## src/rtl/bitmap_block_allocator_top_macros.svh

```systemverilog
// ----------------------------------------------------------------------------
// bitmap block allocator assertion macros
// shared concurrent checks, clocked on clk and disabled during reset
// ----------------------------------------------------------------------------
`ifndef BITMAP_BLOCK_ALLOCATOR_TOP_MACROS_SVH
`define BITMAP_BLOCK_ALLOCATOR_TOP_MACROS_SVH

// same-cycle implication
`define BBA_ASSERT_IMPL(lbl, ante, cons) \
  lbl: assert property (@(posedge clk) disable iff (!rst_n) (ante) |-> (cons)) \
    else $error("bitmap allocator check failed");

// next-cycle implication
`define BBA_ASSERT_NEXT(lbl, ante, cons) \
  lbl: assert property (@(posedge clk) disable iff (!rst_n) (ante) |=> (cons)) \
    else $error("bitmap allocator check failed");

`endif

```

## src/rtl/bba_pkg.sv

```systemverilog
// ----------------------------------------------------------------------------
// bba_pkg
// sizes, codes and shared structs of the bitmap block allocator
// ----------------------------------------------------------------------------
package bba_pkg;

  localparam int TOTAL_BLOCKS = 1024;
  localparam int WORD_BITS    = 32;
  localparam int MAP_WORDS    = (TOTAL_BLOCKS + WORD_BITS - 1) / WORD_BITS;

  localparam int IDX_W      = $clog2(TOTAL_BLOCKS);
  localparam int CNT_W      = $clog2(TOTAL_BLOCKS + 1);
  localparam int SUM_W      = CNT_W + 1;
  localparam int BIT_W      = $clog2(WORD_BITS);
  localparam int WORD_IDX_W = $clog2(MAP_WORDS);

  localparam logic [CNT_W-1:0]      TOTAL_CNT = CNT_W'(TOTAL_BLOCKS);
  localparam logic [WORD_IDX_W-1:0] WORD_LAST = WORD_IDX_W'(MAP_WORDS - 1);

  typedef logic [WORD_BITS-1:0] word_t;

  typedef enum logic [1:0] {
    MODE_ALLOC_ONE   = 2'd0,
    MODE_FREE_ONE    = 2'd1,
    MODE_ALLOC_RANGE = 2'd2,
    MODE_FREE_RANGE  = 2'd3
  } mode_t;

  typedef enum logic [1:0] {
    ST_DONE     = 2'd0,
    ST_NO_FREE  = 2'd1,
    ST_PAST_END = 2'd2
  } status_t;

  typedef enum logic [1:0] {
    S_IDLE,
    S_READ,
    S_CHECK,
    S_DONE
  } state_t;

  typedef struct packed {
    logic                  rd_en;
    logic [WORD_IDX_W-1:0] rd_addr;
    logic                  wr_en;
    logic [WORD_IDX_W-1:0] wr_addr;
    word_t                 wr_data;
  } mem_cmd_t;

  typedef struct packed {
    logic                  alloc_one;
    logic                  fill;
    logic [WORD_IDX_W-1:0] word;
    logic [CNT_W-1:0]      start;
    logic [CNT_W-1:0]      stop;
  } word_req_t;

  typedef struct packed {
    word_t            new_data;
    logic             found;
    logic [BIT_W-1:0] bit_pos;
  } word_res_t;

endpackage

```

## src/rtl/bba_if.sv

```systemverilog
// ----------------------------------------------------------------------------
// bba channel interfaces
// request and result channels with valid/ready handshake
// ----------------------------------------------------------------------------
interface bba_in_if import bba_pkg::*; ();
  logic             valid;
  logic             ready;
  logic [1:0]       mode;
  logic [IDX_W-1:0] position;
  logic [CNT_W-1:0] count;

  modport source (output valid, output mode, output position, output count, input ready);
  modport sink (input valid, input mode, input position, input count, output ready);
endinterface

interface bba_out_if import bba_pkg::*; ();
  logic             valid;
  logic             ready;
  logic [IDX_W-1:0] block_index;
  logic [1:0]       status;
  logic [CNT_W-1:0] free_blocks;

  modport source (output valid, output block_index, output status, output free_blocks,
                  input ready);
  modport sink (input valid, input block_index, input status, input free_blocks,
                output ready);
endinterface

```

## src/rtl/bba_map_mem.sv

```systemverilog
// ----------------------------------------------------------------------------
// bba_map_mem
// free bitmap word store, one read and one write port, registered read;
// per-word valid bits make unwritten words read as all free
// ----------------------------------------------------------------------------
module bba_map_mem import bba_pkg::*; (
  input  logic     clk,
  input  logic     rst_n,
  input  mem_cmd_t cmd,
  output word_t    rd_data
);

  word_t                mem_r [MAP_WORDS];
  logic [MAP_WORDS-1:0] valid_r;
  word_t                rd_data_r;

  always_ff @(posedge clk) begin
    if (!rst_n) begin
      valid_r <= '0;
    end else if (cmd.wr_en) begin
      valid_r[cmd.wr_addr] <= 1'b1;
    end
  end

  always_ff @(posedge clk) begin
    if (cmd.wr_en) begin
      mem_r[cmd.wr_addr] <= cmd.wr_data;
    end
  end

  always_ff @(posedge clk) begin
    if (cmd.rd_en) begin
      rd_data_r <= valid_r[cmd.rd_addr] ? mem_r[cmd.rd_addr] : '1;
    end
  end

  assign rd_data = rd_data_r;

endmodule

```

## src/rtl/bba_word_unit.sv

```systemverilog
// ----------------------------------------------------------------------------
// bba_word_unit
// shared word update: lowest free bit search, or set/clear of a run of bits
// ----------------------------------------------------------------------------
module bba_word_unit import bba_pkg::*; (
  input  word_req_t req,
  input  word_t     data,
  output word_res_t res
);

  word_t avail;
  word_t run;
  word_t lowest;

  always_comb begin
    logic [CNT_W-1:0] gidx;
    avail = '0;
    run   = '0;
    for (int j = 0; j < WORD_BITS; j++) begin
      gidx     = CNT_W'({req.word, BIT_W'(j)});
      avail[j] = data[j] && (gidx < TOTAL_CNT);
      run[j]   = (gidx >= req.start) && (gidx < req.stop);
    end
  end

  // isolate lowest set bit
  assign lowest = avail & (~avail + WORD_BITS'(1));

  always_comb begin
    res.bit_pos = '0;
    for (int j = 0; j < WORD_BITS; j++) begin
      if (lowest[j]) begin
        res.bit_pos = res.bit_pos | BIT_W'(j);
      end
    end
    res.found = |avail;
    if (req.alloc_one) begin
      res.new_data = data & ~lowest;
    end else if (req.fill) begin
      res.new_data = data | run;
    end else begin
      res.new_data = data & ~run;
    end
  end

endmodule

```

## src/rtl/bba_seq.sv

```systemverilog
// ----------------------------------------------------------------------------
// bba_seq
// request sequencer: walks the bitmap one word per read-modify-write,
// keeps the free count and holds the result register
// ----------------------------------------------------------------------------
`include "bitmap_block_allocator_top_macros.svh"

module bba_seq import bba_pkg::*; (
  input  logic             clk,
  input  logic             rst_n,
  input  logic             in_valid,
  output logic             in_ready,
  input  logic [1:0]       in_mode,
  input  logic [IDX_W-1:0] in_position,
  input  logic [CNT_W-1:0] in_count,
  output logic             out_valid,
  input  logic             out_ready,
  output logic [IDX_W-1:0] out_block_index,
  output logic [1:0]       out_status,
  output logic [CNT_W-1:0] out_free_blocks,
  output mem_cmd_t         mem_cmd,
  output word_req_t        wreq,
  input  word_res_t        wres
);

  state_t                state_r, state_nxt;
  mode_t                 mode_r, mode_nxt;
  logic [CNT_W-1:0]      start_r, start_nxt;
  logic [CNT_W-1:0]      stop_r, stop_nxt;
  logic [WORD_IDX_W-1:0] word_r, word_nxt;
  logic [WORD_IDX_W-1:0] last_r, last_nxt;
  logic [CNT_W-1:0]      tot_after_r, tot_after_nxt;
  status_t               status_r, status_nxt;
  logic [IDX_W-1:0]      index_r, index_nxt;
  logic [CNT_W-1:0]      free_total_r, free_total_nxt;
  logic                  out_valid_r, out_valid_nxt;
  logic [IDX_W-1:0]      out_index_r, out_index_nxt;
  status_t               out_status_r, out_status_nxt;
  logic [CNT_W-1:0]      out_free_r, out_free_nxt;

  mode_t            req_mode;
  logic             req_fill;
  logic [CNT_W-1:0] cnt_eff;
  logic [CNT_W-1:0] dn_n;
  logic [SUM_W-1:0] sum;
  logic [SUM_W-1:0] sum_m1;
  logic [CNT_W-1:0] room;
  logic [CNT_W-1:0] up_val;
  logic [CNT_W-1:0] dn_val;

  // request decode and saturating count update
  always_comb begin
    req_mode = mode_t'(in_mode);
    req_fill = (req_mode == MODE_FREE_ONE) || (req_mode == MODE_FREE_RANGE);
    cnt_eff  = (req_mode == MODE_FREE_ONE) ? CNT_W'(1) : in_count;
    dn_n     = (req_mode == MODE_ALLOC_ONE) ? CNT_W'(1) : cnt_eff;
    sum      = SUM_W'(in_position) + SUM_W'(cnt_eff);
    sum_m1   = sum - SUM_W'(1);
    room     = TOTAL_CNT - free_total_r;
    up_val   = (cnt_eff >= room) ? TOTAL_CNT : free_total_r + cnt_eff;
    dn_val   = (dn_n >= free_total_r) ? '0 : free_total_r - dn_n;
  end

  always_ff @(posedge clk) begin
    if (!rst_n) begin
      state_r      <= S_IDLE;
      free_total_r <= TOTAL_CNT;
      out_valid_r  <= 1'b0;
    end else begin
      state_r      <= state_nxt;
      free_total_r <= free_total_nxt;
      out_valid_r  <= out_valid_nxt;
    end
  end

  always_ff @(posedge clk) begin
    mode_r       <= mode_nxt;
    start_r      <= start_nxt;
    stop_r       <= stop_nxt;
    word_r       <= word_nxt;
    last_r       <= last_nxt;
    tot_after_r  <= tot_after_nxt;
    status_r     <= status_nxt;
    index_r      <= index_nxt;
    out_index_r  <= out_index_nxt;
    out_status_r <= out_status_nxt;
    out_free_r   <= out_free_nxt;
  end

  always_comb begin
    state_nxt      = state_r;
    mode_nxt       = mode_r;
    start_nxt      = start_r;
    stop_nxt       = stop_r;
    word_nxt       = word_r;
    last_nxt       = last_r;
    tot_after_nxt  = tot_after_r;
    status_nxt     = status_r;
    index_nxt      = index_r;
    free_total_nxt = free_total_r;
    out_valid_nxt  = out_valid_r && !out_ready;
    out_index_nxt  = out_index_r;
    out_status_nxt = out_status_r;
    out_free_nxt   = out_free_r;
    in_ready       = 1'b0;
    mem_cmd        = '0;
    mem_cmd.rd_addr = word_r;
    mem_cmd.wr_addr = word_r;
    mem_cmd.wr_data = wres.new_data;

    unique case (state_r)
      S_IDLE: begin
        in_ready = 1'b1;
        if (in_valid) begin
          mode_nxt      = req_mode;
          start_nxt     = CNT_W'(in_position);
          stop_nxt      = sum[CNT_W-1:0];
          index_nxt     = '0;
          status_nxt    = ST_DONE;
          tot_after_nxt = req_fill ? up_val : dn_val;
          if (req_mode == MODE_ALLOC_ONE) begin
            word_nxt  = '0;
            state_nxt = S_READ;
          end else if (sum > SUM_W'(TOTAL_BLOCKS)) begin
            status_nxt = ST_PAST_END;
            state_nxt  = S_DONE;
          end else if (cnt_eff == '0) begin
            state_nxt = S_DONE;
          end else begin
            word_nxt  = in_position[IDX_W-1:BIT_W];
            last_nxt  = sum_m1[IDX_W-1:BIT_W];
            state_nxt = S_READ;
          end
        end
      end
      S_READ: begin
        mem_cmd.rd_en = 1'b1;
        state_nxt     = S_CHECK;
      end
      S_CHECK: begin
        if (mode_r == MODE_ALLOC_ONE) begin
          if (wres.found) begin
            mem_cmd.wr_en = 1'b1;
            index_nxt     = {word_r, wres.bit_pos};
            state_nxt     = S_DONE;
          end else if (word_r == WORD_LAST) begin
            status_nxt = ST_NO_FREE;
            state_nxt  = S_DONE;
          end else begin
            word_nxt  = word_r + WORD_IDX_W'(1);
            state_nxt = S_READ;
          end
        end else begin
          mem_cmd.wr_en = 1'b1;
          if (word_r == last_r) begin
            state_nxt = S_DONE;
          end else begin
            word_nxt  = word_r + WORD_IDX_W'(1);
            state_nxt = S_READ;
          end
        end
      end
      S_DONE: begin
        if (!out_valid_r || out_ready) begin
          out_valid_nxt  = 1'b1;
          out_index_nxt  = index_r;
          out_status_nxt = status_r;
          if (status_r == ST_DONE) begin
            free_total_nxt = tot_after_r;
            out_free_nxt   = tot_after_r;
          end else begin
            out_free_nxt = free_total_r;
          end
          state_nxt = S_IDLE;
        end
      end
      default: begin
        state_nxt = S_IDLE;
      end
    endcase
  end

  always_comb begin
    wreq.alloc_one = (mode_r == MODE_ALLOC_ONE);
    wreq.fill      = (mode_r == MODE_FREE_ONE) || (mode_r == MODE_FREE_RANGE);
    wreq.word      = word_r;
    wreq.start     = start_r;
    wreq.stop      = stop_r;
  end

  assign out_valid       = out_valid_r;
  assign out_block_index = out_index_r;
  assign out_status      = out_status_r;
  assign out_free_blocks = out_free_r;

  `BBA_ASSERT_IMPL(a_total_bound, 1'b1, free_total_r <= TOTAL_CNT)
  `BBA_ASSERT_NEXT(a_accept_busy, in_valid && state_r == S_IDLE, state_r != S_IDLE)
  `BBA_ASSERT_IMPL(a_no_free_index, out_valid_r && out_status_r == ST_NO_FREE,
                   out_index_r == '0)
  `BBA_ASSERT_IMPL(a_range_walk, state_r == S_CHECK && mode_r != MODE_ALLOC_ONE,
                   word_r <= last_r)

endmodule

```

## src/rtl/bitmap_block_allocator_top.sv

```systemverilog
// ----------------------------------------------------------------------------
// bitmap_block_allocator_top
// free-block bitmap allocator with a saturating free count
// ----------------------------------------------------------------------------
// usage:
//   in_if carries one request per transaction (mode, position, count);
//   out_if returns exactly one result per request, in order.
//   the bitmap is 32 words of 32 bits; one read-modify-write of a word
//   reads the registered-read store, then writes through the shared word unit.
//   allocate one: scans from word 0 to the first free bit, all words when full.
//   free one / ranges: one read-modify-write per word touched; a rejected or
//   empty range goes straight to the result without touching the map.
//   in_if.ready is high only while no request is in progress; the result
//   register lets a new request enter while the last result is not taken.
//   reset makes every block free at once (per-word valid bits, no sweep)
//   and sets the free count to 1024.
//   when out_if stalls, a finished request waits in its last state until
//   the result register empties.
// ----------------------------------------------------------------------------
module bitmap_block_allocator_top import bba_pkg::*; (
  input  logic  clk,
  input  logic  rst_n,
  bba_in_if.sink     in_if,
  bba_out_if.source  out_if
);

  mem_cmd_t  mem_cmd;
  word_t     rd_data;
  word_req_t wreq;
  word_res_t wres;

  bba_map_mem u_map_mem (
    .clk     (clk),
    .rst_n   (rst_n),
    .cmd     (mem_cmd),
    .rd_data (rd_data)
  );

  bba_word_unit u_word_unit (
    .req  (wreq),
    .data (rd_data),
    .res  (wres)
  );

  bba_seq u_seq (
    .clk             (clk),
    .rst_n           (rst_n),
    .in_valid        (in_if.valid),
    .in_ready        (in_if.ready),
    .in_mode         (in_if.mode),
    .in_position     (in_if.position),
    .in_count        (in_if.count),
    .out_valid       (out_if.valid),
    .out_ready       (out_if.ready),
    .out_block_index (out_if.block_index),
    .out_status      (out_if.status),
    .out_free_blocks (out_if.free_blocks),
    .mem_cmd         (mem_cmd),
    .wreq            (wreq),
    .wres            (wres)
  );

endmodule

```

## src/flat_wrapper.sv

```systemverilog
// flat-port wrapper written by rule: the top's interface ports become plain ports
module bitmap_block_allocator_top_flat import bba_pkg::*;
  (clk, rst_n, in_if_valid, in_if_mode, in_if_position, in_if_count, in_if_ready, out_if_valid, out_if_block_index, out_if_status, out_if_free_blocks, out_if_ready);
  bba_in_if in_if_i ();
  bba_out_if out_if_i ();
  input  logic clk;
  input  logic rst_n;
  input wire logic [$bits(in_if_i.valid)-1:0] in_if_valid;
  input wire logic [$bits(in_if_i.mode)-1:0] in_if_mode;
  input wire logic [$bits(in_if_i.position)-1:0] in_if_position;
  input wire logic [$bits(in_if_i.count)-1:0] in_if_count;
  output wire logic [$bits(in_if_i.ready)-1:0] in_if_ready;
  output wire logic [$bits(out_if_i.valid)-1:0] out_if_valid;
  output wire logic [$bits(out_if_i.block_index)-1:0] out_if_block_index;
  output wire logic [$bits(out_if_i.status)-1:0] out_if_status;
  output wire logic [$bits(out_if_i.free_blocks)-1:0] out_if_free_blocks;
  input wire logic [$bits(out_if_i.ready)-1:0] out_if_ready;
  assign in_if_i.valid = in_if_valid;
  assign in_if_i.mode = in_if_mode;
  assign in_if_i.position = in_if_position;
  assign in_if_i.count = in_if_count;
  assign in_if_ready = in_if_i.ready;
  assign out_if_valid = out_if_i.valid;
  assign out_if_block_index = out_if_i.block_index;
  assign out_if_status = out_if_i.status;
  assign out_if_free_blocks = out_if_i.free_blocks;
  assign out_if_i.ready = out_if_ready;
  bitmap_block_allocator_top u_core (.clk(clk), .rst_n(rst_n), .in_if(in_if_i), .out_if(out_if_i));
endmodule
```

## config.mk

```make
export PLATFORM = sky130hd
export DESIGN_NAME = bitmap_block_allocator_top_flat
export DESIGN_NICKNAME = d
export VERILOG_FILES = /design/src/rtl/bba_pkg.sv /design/src/rtl/bba_if.sv /design/src/rtl/bba_map_mem.sv /design/src/rtl/bba_word_unit.sv /design/src/rtl/bba_seq.sv /design/src/rtl/bitmap_block_allocator_top.sv /design/src/flat_wrapper.sv
export VERILOG_INCLUDE_DIRS = /design/src /design/src/rtl
export SDC_FILE = /design/constraint.sdc
export NUM_CORES = 1
export LEC_CHECK = 0
export BUFFER_PORTS_ARGS = -buffer_cell sky130_fd_sc_hd__buf_4
export CAP_MARGIN = 40
export CORE_MARGIN = 2
export CORE_UTILIZATION = 30
export CTS_CLUSTER_SIZE = 28
export DETAILED_ROUTE_END_ITERATION = 8
export GPL_TIMING_DRIVEN = 0
export SYNTH_ARGS = -nofsm -noshare
export SYNTH_HDL_FRONTEND = slang
export SYNTH_HIERARCHICAL = 1
export SYNTH_SLANG_ARGS = --single-unit
```

## constraint.sdc

```tcl
create_clock -name clk -period 11.6 [get_ports clk]
set_clock_uncertainty 0.05 [all_clocks]
set_input_delay 3.48 -clock clk [delete_from_list [all_inputs] [get_ports clk]]
set_output_delay 3.48 -clock clk [all_outputs]
set_load 0.1 [all_outputs]
```

Yosys cells after proc, flatten, opt, wreduce, memory -nomap -nowiden --
Memory sizes are Yosys's and may differ from the RTL's. A register that Yosys moved wholly into a read port is not among the register bits. Cells that the tools add are included.
Word-level totals: RAM bits 1024, register bits after elaboration 126, logic and storage cells 350, input bits 27, memories 1, output and inout bits 25
Cells by class: add/subtract/negate cells 7, bitwise operators 8, equality and inequality tests 24, $lt $le $gt $ge 69, multiplexer cells 172, reductions and logical operators 54
Memories:
- u_core.u_map_mem.mem_r | words 32, width 32, read ports 1, clocked after Yosys merged registers in 1, wr ports 1, RTL line bba_map_mem.sv:13 | word_t mem_r [MAP_WORDS];
Operator list (count):
- 10-bit by 11-bit >= comparator with 1-bit output | 32
- 10-bit by 11-bit < comparator with 1-bit output | 32
- 5-bit 2-to-1 mux | 56
- 11-bit 2-to-1 mux | 16
- 32-bit 2-to-1 mux | 5
- 2-bit 2-to-1 mux | 52
- 32-bit bitwise AND | 3
- 32-bit NOT | 3
- 10-bit 2-to-1 mux | 9
- 32-bit OR | 2
- 1-bit logical AND | 34
- 32-bit by 1-bit adder with 32-bit output, second input constant | 1
- 4-bit 2-to-1 mux | 8
- 32-bit OR reduction | 1
- 11-bit >= comparator | 2
- 10-bit case mux with 2 select lines | 1
- 2-bit != test, second input constant | 9
- 1-bit 2-to-1 mux | 16
- 3-bit != test, second input constant | 5
- 10-bit by 11-bit adder with 12-bit output | 1
- 12-bit by 11-bit greater-than comparator with 1-bit output, second input constant | 1
- 3-bit 2-to-1 mux | 4
- 11-bit adder | 1
- 11-bit logical NOT | 1
- other kinds (24) | 39

Depth between registers and ports, before layout --
depth in word-level cells 40, depth in mapped cells 16, gate-level depth less buffers 13

Cells and area by module --
Netlist, hierarchy kept.
Modules (own cells, without submodules):
- bba_map_mem | seq. area each 32351.0 µm², cells an instance 2068, area an instance 42220.5 µm², instances 1
- bba_seq | seq. area each 2652.5 µm², cells an instance 616, area an instance 6183.4 µm², instances 1
- bba_word_unit | seq. area each 0.0 µm², cells an instance 366, area an instance 2329.7 µm², instances 1

Least setup slack after synthesis --
No wires, ideal clock.
kind input -> register, start input in_if_mode[1], end register u_core.u_seq.word_r[0], enable pin, arrival 6590 ps, data required time 11195 ps, stages on the path 15, path slack 4605 ps, path buffers 3, library setup time 355 ps, cells stage by stage nand2b_1 -> buf_6 -> buf_2 -> clkbuf_1 -> nand2_1 -> xnor2_1 -> ha_1 -> a31oi_2 -> a211oi_4 -> xnor2_1 -> nor4b_4 -> nor4b_4 -> a21oi_2 -> o311a_1 -> a221oi_2
Between the ends: longest elaborated chain between the ends 6, elaborated cells between the ends (all ways) 9, classes of those cells 1 x add/sub; 1 x order compare; 3 x eq/ne; 1 x mux; 3 x reduce/logical
Ends and longest elaborated chain:
- start, declared | RTL line flat_wrapper.sv:9 | input wire logic [$bits(in_if_i.mode)-1:0] in_if_mode;
- 2-bit by 1-bit == test with 1-bit output | RTL line bba_seq.sv:55 | cnt_eff = (req_mode == MODE_FREE_ONE) ? CNT_W'(1) : in_count;
- 11-bit 2-to-1 mux | RTL line bba_seq.sv:55
- 10-bit by 11-bit adder with 12-bit output | RTL line bba_seq.sv:57 | sum = SUM_W'(in_position) + SUM_W'(cnt_eff);
- net u_core.u_seq.sum[4] | RTL line bba_seq.sv:45 | logic [SUM_W-1:0] sum;
- 12-bit by 11-bit greater-than comparator with 1-bit output | RTL line bba_seq.sv:124 | end else if (sum > SUM_W'(TOTAL_BLOCKS)) begin
- 3-bit != test (no source line)
- 7-bit AND reduction (no source line)
- end signal, assigned | RTL line bba_seq.sv:80 | word_r <= word_nxt;
- end, declared | RTL line bba_seq.sv:30 | logic [WORD_IDX_W-1:0] word_r, word_nxt;
The timed path passes the listed nets, and every way through them passes these cells. A chain may end at the register's enable or synchronous reset.

Worst setup path in the final report --
start input in_if_mode[1], end register u_core.u_seq.last_r[1], enable pin
Between the ends: longest elaborated chain between the ends 6, elaborated cells between the ends (all ways) 10, classes of those cells 1 x add/sub; 1 x order compare; 4 x eq/ne; 1 x mux; 3 x reduce/logical
Ends and longest elaborated chain:
- 2-bit by 1-bit == test with 1-bit output | RTL line bba_seq.sv:55
- 11-bit 2-to-1 mux | RTL line bba_seq.sv:55
- 10-bit by 11-bit adder with 12-bit output | RTL line bba_seq.sv:57
- net u_core.u_seq.sum[4] | RTL line bba_seq.sv:45
- 12-bit by 11-bit greater-than comparator with 1-bit output | RTL line bba_seq.sv:124
- 2-bit != test (no source line)
- 5-bit AND reduction (no source line)
- end signal, assigned | RTL line bba_seq.sv:81 | last_r <= last_nxt;
- end, declared | RTL line bba_seq.sv:31 | logic [WORD_IDX_W-1:0] last_r, last_nxt;
The timed path passes the listed nets, and every way through them passes these cells.

==> impl_results.md <==
- Final core occ: 35.0%
- Startpoint types: input port
- Kind of critical path: input port to register
- Power Internal: 7.39 mW
- Hold Vio Cnt, Final: 0
- Post-synth EDFFs: 1135
- Hold Buf Count CTS: 0
- Critical Path RT: 11.92 ns
- Footprint of the multi-input gates: ~0.014 mm²
- Peak supply drop: 134 µV
- Total gr overflow: 0
- Min cycle time layout: 7.28 ns
- CP Data Arrival Time: 7.60 ns
- Cell Area, Synth: 0.0507 mm²
- Detailed Route WL: 137000 µm
- Tot GR Track Use: 15.5%
- Simple-gate share of the synthesized area: 4.52%
- CP Cell Sequence: buf_4, nand2b_1, buf_6, buf_2, clkbuf_1, nand2_1, xnor2_1, ha_1, a31oi_2, a211oi_4, xnor2_1, nor4b_4, nor4b_4, a21oi_2, o311a_1, nor4_2
- Psw: about 2.7 mW
- Net count, final: 3332
- Multiplexer area fraction after synthesis: roughly an eighth
- Vias in the first global route: 28200
- Synthesized area per cell: roughly 17 µm²
- Final TNS setup: 0 ns
- CTS clock-pin slew for the worst setup and hold paths: around 0.060 ns
- Synth Register Bits: 1181
- First-pass GRT wire length: 198000 µm
- Residual DRC: 0
- H-Tree Depth: 3
- Dpl hpwl: 94400 µm
- Sink Count: roughly 1200
- CTS Buf Count: 112
- Switch share: 26.9%
- Vias per cell: 5.29
- Post-cts sizing count: 0
- Seq pwr share: 49.0%
- Post-Syn Nets: 3122
- Ratio of cells with drive above 1 in the final layout: 18.3%
- Max-slew violations: 0
- Routed Antenna Nets: 0
- Latest clock arrival within the worst-skew pair: between 0.7 and 0.8 ns
- Initial antenna violation count: 5
- Main combinational cell family by area after synthesis: multiplexers
- Fmax: 0.137 GHz
- Hold Path Class: register to register
- CTS tree: yes
- Synth Area in Compound Gates: 9.46%
- Outcome: finished clean
- Seq/Total Area, Yosys: 69.0%
- Primary FF master, synth: edfxtp_1
- Area growth syn-to-layout: 15.6%
- Drt first-iter violations: around 3300
- Total power: 10.1 mW
- Std cell rows: 150
- Die X: 415 µm
- CP max-delay cell: nor4_2
- Die area: 0.172 mm²
- Clock power frac: 35.2%
- Design area: 0.0586 mm²
- Critical-path maximum fanout: 10
- PortBufs: 47
- Postcts setup bufs: 0
- Wire per inst: 24.6 µm
- Register Area: approximately 0.035 mm²
- Max Root-Sink Buffers: 3
- Power per cell area: 172 mW/mm²
- Largest net degree at the start of global routing: 33
- IO Pins: 52
- Synth unique cells: 94
- Cells after Synth: roughly 3100
- Worst-Margin Slew: 1.01 ns
- CP Capture Type: register
- Die Ht: 415 µm
- Setup violations, final: 0
- Filler cells: approximately 16000
- Placer Congestion: approximately 0.89
- Synth warn: 6
- Fin crit share: 62.8%
- Ys async rst share: 0%
- DP Area: approximately 0.055 mm²
- Core Region: 0.168 mm²
- DRT Pass-1 Iters: 6
- Leakage: between 15 and 20 nW
- Vias after detailed routing: 29400
- Combinational share of power: 15.8%
- CP max stage delay: ~0.47 ns
- RSZ-0062 raised after global routing: false
- Post-Synth XOR/XNOR Area: 0.967%
- Clock root buffer master: clkbuf_16
- Max-Cap Viols: 0
- Adder-Cell Fraction of Synth Area: 1.24%
- Relative slew margins: 32.2%
- Initial core utilization: 30.3%
[state kept, by name, summed over array words and instances (netlist names), 11 cells and up]
name and cells:
u_core/u_map_mem/valid_r 32, u_core/u_map_mem/mem_r 1024, u_core/u_seq/stop_r 11, u_core/u_seq/out_free_blocks 11, u_core/u_seq/tot_after_r 11, u_core/u_map_mem/rd_data 32
u_core/u_seq/free_total_r 11
[Yosys cell counts, types with 10 or more instances]
cell type / instances / area [µm²]
a21oi_1: 89 / 445
a21o_1: 44 / 330
dfxtp_1: 46 / 921
mux4_2: 128 / 2880
a22o_1: 11 / 96.3
o31ai_1: 39 / 293
a22oi_1: 39 / 293
nor4_1: 12 / 75.1
nand3_1: 32 / 160
a221oi_1: 112 / 981
clkbuf_1: 89 / 334
o211ai_1: 21 / 158
edfxtp_1: 1135 / 34100
o211ai_2: 15 / 188
nand4_1: 10 / 62.6
mux2i_1: 292 / 2920
xnor2_1: 33 / 289
buf_8: 13 / 195
mux2_2: 12 / 135
a221oi_2: 25 / 375
a21boi_0: 12 / 90.1
xor2_1: 23 / 201
and2_1: 21 / 131
a31oi_1: 11 / 68.8
nor2b_1: 13 / 81.3
o21a_1: 39 / 293
o21ai_0: 95 / 475
buf_4: 57 / 428
inv_1: 47 / 176
ha_1: 44 / 551
or3_1: 10 / 62.6
nor2_1: 100 / 375
a211oi_1: 11 / 82.6
nand2b_1: 46 / 288
buf_2: 32 / 160
buf_6: 16 / 180
nand2_1: 105 / 394
nor3_1: 32 / 160
[cell families (layout without fill, tap and decap cells)]
group           count (synthesis)  after routing
mux                           432            432
compound gates                632            632
simple gates                  429            429
buf+inv                       268            566
other cells                     1              3
xor+xnor                       56             56
flops                        1181           1181
fa+ha+maj                      51             51
[layout make-up]
| type | count | share of cell area, % |
|---|---|---|
| inverter | 50 | 0.320 |
| buffer | 218 | 2.37 |
| clock buffer | 139 | 5.14 |
| tap | 2204 | 4.70 |
| multi-input combinational | 1601 | 24.6 |
| sequential | 1181 | 59.7 |
| clock inverter | 63 | 0.918 |
| antenna | 2 | 0.00854 |
| timing repair buffer | 96 | 2.28 |
[metrics by stage]
step                instances  worst slack, ns  hold WS (ns)
floorplan                3050             4.60         0.350
global placement         5301             3.62         0.359
detailed placement       5350             3.55         0.357
CTS                      5552             4.34         0.371
global route             5552             3.90         0.378
finish                   5554             4.32         0.370
[critical path: cells and delay by family]
family	cells	cell delay, ns
simple gates	5	1.66
buf+inv	4	0.96
compound gates	4	0.88
xor+xnor	2	0.42
fa+ha+maj	1	0.19
[metal layers]
metal / vias up / wire [µm] / GRT usage, %
li1: 12700 / - / -
met5: - / 0 / 0
met3: 170 / 9030 / 2.11
met2: 1157 / 60500 / 23.4
met4: 0 / 3710 / 4.21
met1: 15300 / 63500 / 23.2
[power groups by stage]
stage               clock, mW  sequential (mW)  combinational (mW)
floorplan                   0             5.03               0.997
global placement            0             5.04                1.54
detailed placement          0             5.04                1.59
CTS                      3.62             4.95                1.59
global route             3.79             4.95                1.70
finish                   3.55             4.95                1.60
[cell usage in the layout, fill, tap and decap left out, types with 47 or more instances in the layout]
cell       count
edfxtp_1    1135
mux2i_1      292
mux4_2       128
clkbuf_16    113
a221oi_1     112
clkbuf_1     106
buf_4        105
nand2_1      105
o21ai_0       95
a21oi_1       89
nor2_1        67
inv_1         47
[worst paths after layout]
path                                    start                         endpoint  slack [ns]  depth (start not counted)
setup / recovery                in_if_mode[1]           u_core/u_seq/last_r[1]        4.32                         16
hold / removal        u_core/u_seq/index_r[1]  u_core/u_seq/out_block_index[1]        0.37                          0
setup reg to reg  u_core/u_map_mem/rd_data[2]    u_core/u_map_mem/mem_r[1][21]        6.86                         10
hold reg to reg       u_core/u_seq/index_r[1]  u_core/u_seq/out_block_index[1]        0.37                          0
No activity file was read; power rests on OpenSTA's default activity.
